===== config.mk =====
export PLATFORM = sky130hd
export DESIGN_NAME = pwvn_dist_unit
export DESIGN_NICKNAME = d
export VERILOG_FILES = /design/src/rtl/core/pwvn_pkg.sv /design/src/rtl/core/pwvn_dist_unit.sv
export SDC_FILE = /design/constraint.sdc
export NUM_CORES = 2
export LEC_CHECK = 0
export BUFFER_PORTS_ARGS = -buffer_cell sky130_fd_sc_hd__buf_2
export CAP_MARGIN = 30
export CORE_ASPECT_RATIO = 0.7
export CORE_UTILIZATION = 48
export CTS_BUF_LIST = sky130_fd_sc_hd__clkbuf_4
export CTS_CLUSTER_SIZE = 40
export DETAILED_ROUTE_END_ITERATION = 8
export PLACE_DENSITY_LB_ADDON = 0.15
export SLEW_MARGIN = 20
export SYNTH_ARGS = -nofsm -noshare
export SYNTH_HDL_FRONTEND = slang
export SYNTH_SLANG_ARGS = --single-unit

===== constraint.sdc =====
create_clock -name aclk -period 9.9 [get_ports aclk]
set_input_delay 0.495 -clock aclk [delete_from_list [all_inputs] [get_ports aclk]]
set_output_delay 0.495 -clock aclk [all_outputs]
set_load 0.05 [all_outputs]

===== src/rtl/core/pwvn_pkg.sv =====
// Package for the point weld vertex numbering block: widths, codes and types.
// Used by every module of the block; depends on nothing.
package pwvn_pkg;

    localparam int COORD_W    = 32;
    localparam int VID_W      = 10;
    localparam int DIM_W      = 2;
    localparam int TOL_W      = 32;
    localparam int DIST_W     = 64;
    localparam int CFG_IDX_W  = 1;
    localparam int CFG_DATA_W = 32;
    localparam int S_TDATA_W  = 96;
    localparam int S_TUSER_W  = 1;
    localparam int M_TDATA_W  = 16;
    localparam int M_TUSER_W  = 2;

    // Configuration register indexes.
    localparam logic [CFG_IDX_W-1:0] CFG_DIM_COUNT = 1'd0;
    localparam logic [CFG_IDX_W-1:0] CFG_TOL_SQ    = 1'd1;

    localparam logic [DIM_W-1:0] DIM_COUNT_RESET = 2'd3;

    // Coordinate select codes for the shared distance unit.
    localparam logic [1:0] COORD_X = 2'd0;
    localparam logic [1:0] COORD_Y = 2'd1;

    // Bit positions inside m_tuser.
    localparam int USER_IS_NEW = 0;
    localparam int USER_FULL   = 1;

    typedef logic signed [COORD_W-1:0] coord_t;

    typedef struct packed {
        logic [VID_W-1:0] id;
        coord_t           z;
        coord_t           y;
        coord_t           x;
    } entry_t;

    // Control of the shared distance unit for one cycle.
    typedef struct packed {
        logic load_diff;
        logic load_prod;
        logic acc_en;
        logic acc_first;
    } dctl_t;

endpackage


===== src/rtl/core/pwvn_dist_unit.sv =====
// Shared squared-distance datapath: absolute difference, one 32x32 multiplier,
// and a saturating 64-bit accumulator. Depends on pwvn_pkg.
module pwvn_dist_unit (
    input  logic                          aclk,
    input  pwvn_pkg::dctl_t               ctl,
    input  pwvn_pkg::coord_t              op_a,
    input  pwvn_pkg::coord_t              op_b,
    output logic [pwvn_pkg::DIST_W-1:0]   acc_sum
);
    import pwvn_pkg::*;

    logic [COORD_W:0]   diff;
    logic [COORD_W:0]   diff_mag;
    logic [COORD_W-1:0] absdiff_reg;
    logic [DIST_W-1:0]  prod_reg;
    logic [DIST_W-1:0]  acc_reg;
    logic [DIST_W:0]    wide_sum;
    logic [DIST_W-1:0]  sat_sum;

    // The magnitude of a 33-bit difference of two 32-bit values fits in 32 bits.
    assign diff     = {op_a[COORD_W-1], op_a} - {op_b[COORD_W-1], op_b};
    assign diff_mag = diff[COORD_W] ? (~diff + (COORD_W+1)'(1)) : diff;

    assign wide_sum = {1'b0, acc_reg} + {1'b0, prod_reg};
    assign sat_sum  = wide_sum[DIST_W] ? {DIST_W{1'b1}} : wide_sum[DIST_W-1:0];
    assign acc_sum  = ctl.acc_first ? prod_reg : sat_sum;

    always_ff @(posedge aclk) begin
        if (ctl.load_diff) begin
            absdiff_reg <= diff_mag[COORD_W-1:0];
        end
        if (ctl.load_prod) begin
            prod_reg <= DIST_W'(absdiff_reg) * DIST_W'(absdiff_reg);
        end
        if (ctl.acc_en) begin
            acc_reg <= acc_sum;
        end
    end

endmodule


==> results.toml <==
[clock_tree]
cts_hold_buffers = 0
cts_htree_levels = 4
clockBufferDepth = 2
cts_tree = "done"
path_clk_slew_ps = 130
cts_sinks = 159
cts_setup_buffers = 0
numCtsBuffers = 17
clock-root-buffer = "clkbuf_4"
clock_latency_ps = 650
ctsResizeCount = 0

[sta]
setup_tns_ps = 0
period_needed_ps = 9009
fmax_mhz = 111.0
fin_worst_skew_ps = 42.17
maxSlewViolCount = 0
finalSetupViolCount = 0
max_slew_margin = 0.3165
grt_setup_unrepaired = "no"
worst_slew_pin_slew_ps = 1025
timing.final.crit_share = 0.9100
whs_ps = 488.0
fin_ws_ps = 890.9
finalHoldViolCount = 0

[route]
first_pass_iters = 5
drt-initial-drc-count = 2507
routedWlPerCell_um = 20.82
avgViaCountPerCell = 5.403
num_vias = 30840
drc_errors = 0
wl_um = 118900
drtAntennaViolNets = 0

[logic_synthesis]
synth_edf_count = 159
synthFlopType = "edfxtp_1"
synthTopCellsByArea = "fa_1 38%, ha_1 12%, edfxtp_1 11%, inv_1 9.5%, and2_1 3.6%"
yosysTopAreaCell = "fa_1"
synthArstFlopShare = 0
synth.top_cell.area_share = 0.3802
syn_nets = 5738
avgSynthCellArea_um2 = 9.312
synthTopCellsByCount = "1060 x inv_1, 792 x fa_1, 399 x ha_1"
synthCells = 4478
synth_most_common_cell = "inv_1"
synth_area_um2 = 41700
yosysWarningCount = 0
synth.distinct_cells = 89
ys_seq_elements = 159
seq_area_frac_synth = 0.1145

[hold_path]
hold_class = "input pin to register"
min_from = "op_b[0]"

[setup_path]
r2r_slack_ps = 890
slowest_stage = "edfxtp_1"
arrival_ps = 9390
end_kind = "register"
r2r_start = "absdiff_reg[2]"
cp.required_ps = 10280
crit_family = "adder cells"
crit_fanout = 19
critPathMaxStageDelay_ps = 1050
crit_buf_inv = 10
crit_type = "register to register"
cp-start-kind = "register"
crit_top_cell = "inv_1"
startpoint = "absdiff_reg[2]"

[placement]
dp_hpwl_um = 101900
portBuffers = 132
routabilityCongestion = 0.9438
dpl_worst_slack_ps = 980.1

[global_routing]
grt_pass1_vias = 30800
grt_util_all_layers = 0.2739
grt_overflow = 0
grt_max_degree = 67
grt_pass1_wl_um = 185400
antenna_found_initial = 2

[status]
status = "complete, no violations"

[floorplanning]
die_w_um = 354.3
start_util = 0.4841
die-area_um2 = 88080
io_pins = 133
std_cell_rows = 90
core_um2 = 86150
die_h_um = 248.6

[cells_and_area]
syn_to_final_growth_pct = 5.842
fin_nets = 5805
largest_reg_flops = 64
drive_gt1_frac = 0.06538

[job]
cap_violations = 0
-- metrics by stage --
stage	std cells	util	area [µm²]
after global routing	5709	0.5123	44130
after CTS	5706	0.5120	44100
after floorplan	4478	-	41700
final	5709	0.5123	44130
after detailed placement	5674	0.5085	43800
after global placement	5671	0.5081	43770
-- layer usage --
metal  wire, µm  track usage
met5         19            0
met4       1317      0.03571
met3       9676      0.04954
met2      48510       0.3830
met1      59330       0.4453
-- cell families after synthesis --
group	after synthesis	synth area share
AO/OA/AOI/OAI	702	0.1139
XOR/XNOR	202	0.04243
adder cells (fa/ha/maj)	1191	0.5000
buffers and inverters	1230	0.1111
flip-flops	159	0.1145
multiplexers	7	0.001770
AND/OR/NAND/NOR	987	0.1163
-- cell type report --
cell class / count / area, µm²
diodes: 1 / 2.502
clock buffers: 21 / 157.7
clock inverters: 11 / 140.1
fillers: 8081 / 42010
inverters: 1061 / 3983
multi-input cells: 3089 / 32300
flip-flops and latches: 159 / 4775
well taps: 1150 / 1439
repair buffers: 217 / 1338
-- cells in the final DEF (no fill, tap or decap), types with 14 or more instances in the layout --
master     netlist  final
nand2_1        366    366
clkbuf_4         0     21
a211oi_1        19     19
o31ai_1         21     21
nor3_1          34     34
a2bb2oi_1       42     42
a21o_1         103    103
and2_1         243    243
a31oi_1         54     54
fa_1           792    792
nor2_1         151    151
nor2b_1         23     23
inv_1         1060   1059
xnor2_1        125    125
o21bai_1        38     38
o21ai_0        119    119
a31o_2          19     19
a21oi_1        169    169
and3_1          32     32
nand3_1         36     36
buf_4            2     79
ha_1           399    399
xor2_1          77     77
edfxtp_1       159    159
or3_1           15     15
o21a_1          14     14
buf_2            5    132
nand4_1         33     33
nand2b_1        16     16
-- worst paths after layout --
path                          to  cells past startpoint
hold reg to reg       acc_reg[8]                      1
setup / recovery    prod_reg[50]                     29
setup reg to reg    prod_reg[50]                     29
hold / removal    absdiff_reg[0]                      3
-- worst min-delay path: stages --
cell,delay [ps]
buf_2,80
ha_1,210
inv_1,130
Power is left out: the tool's default activity adds up to more than one toggle a clock period on the data nets, which glitch-free logic cannot reach.
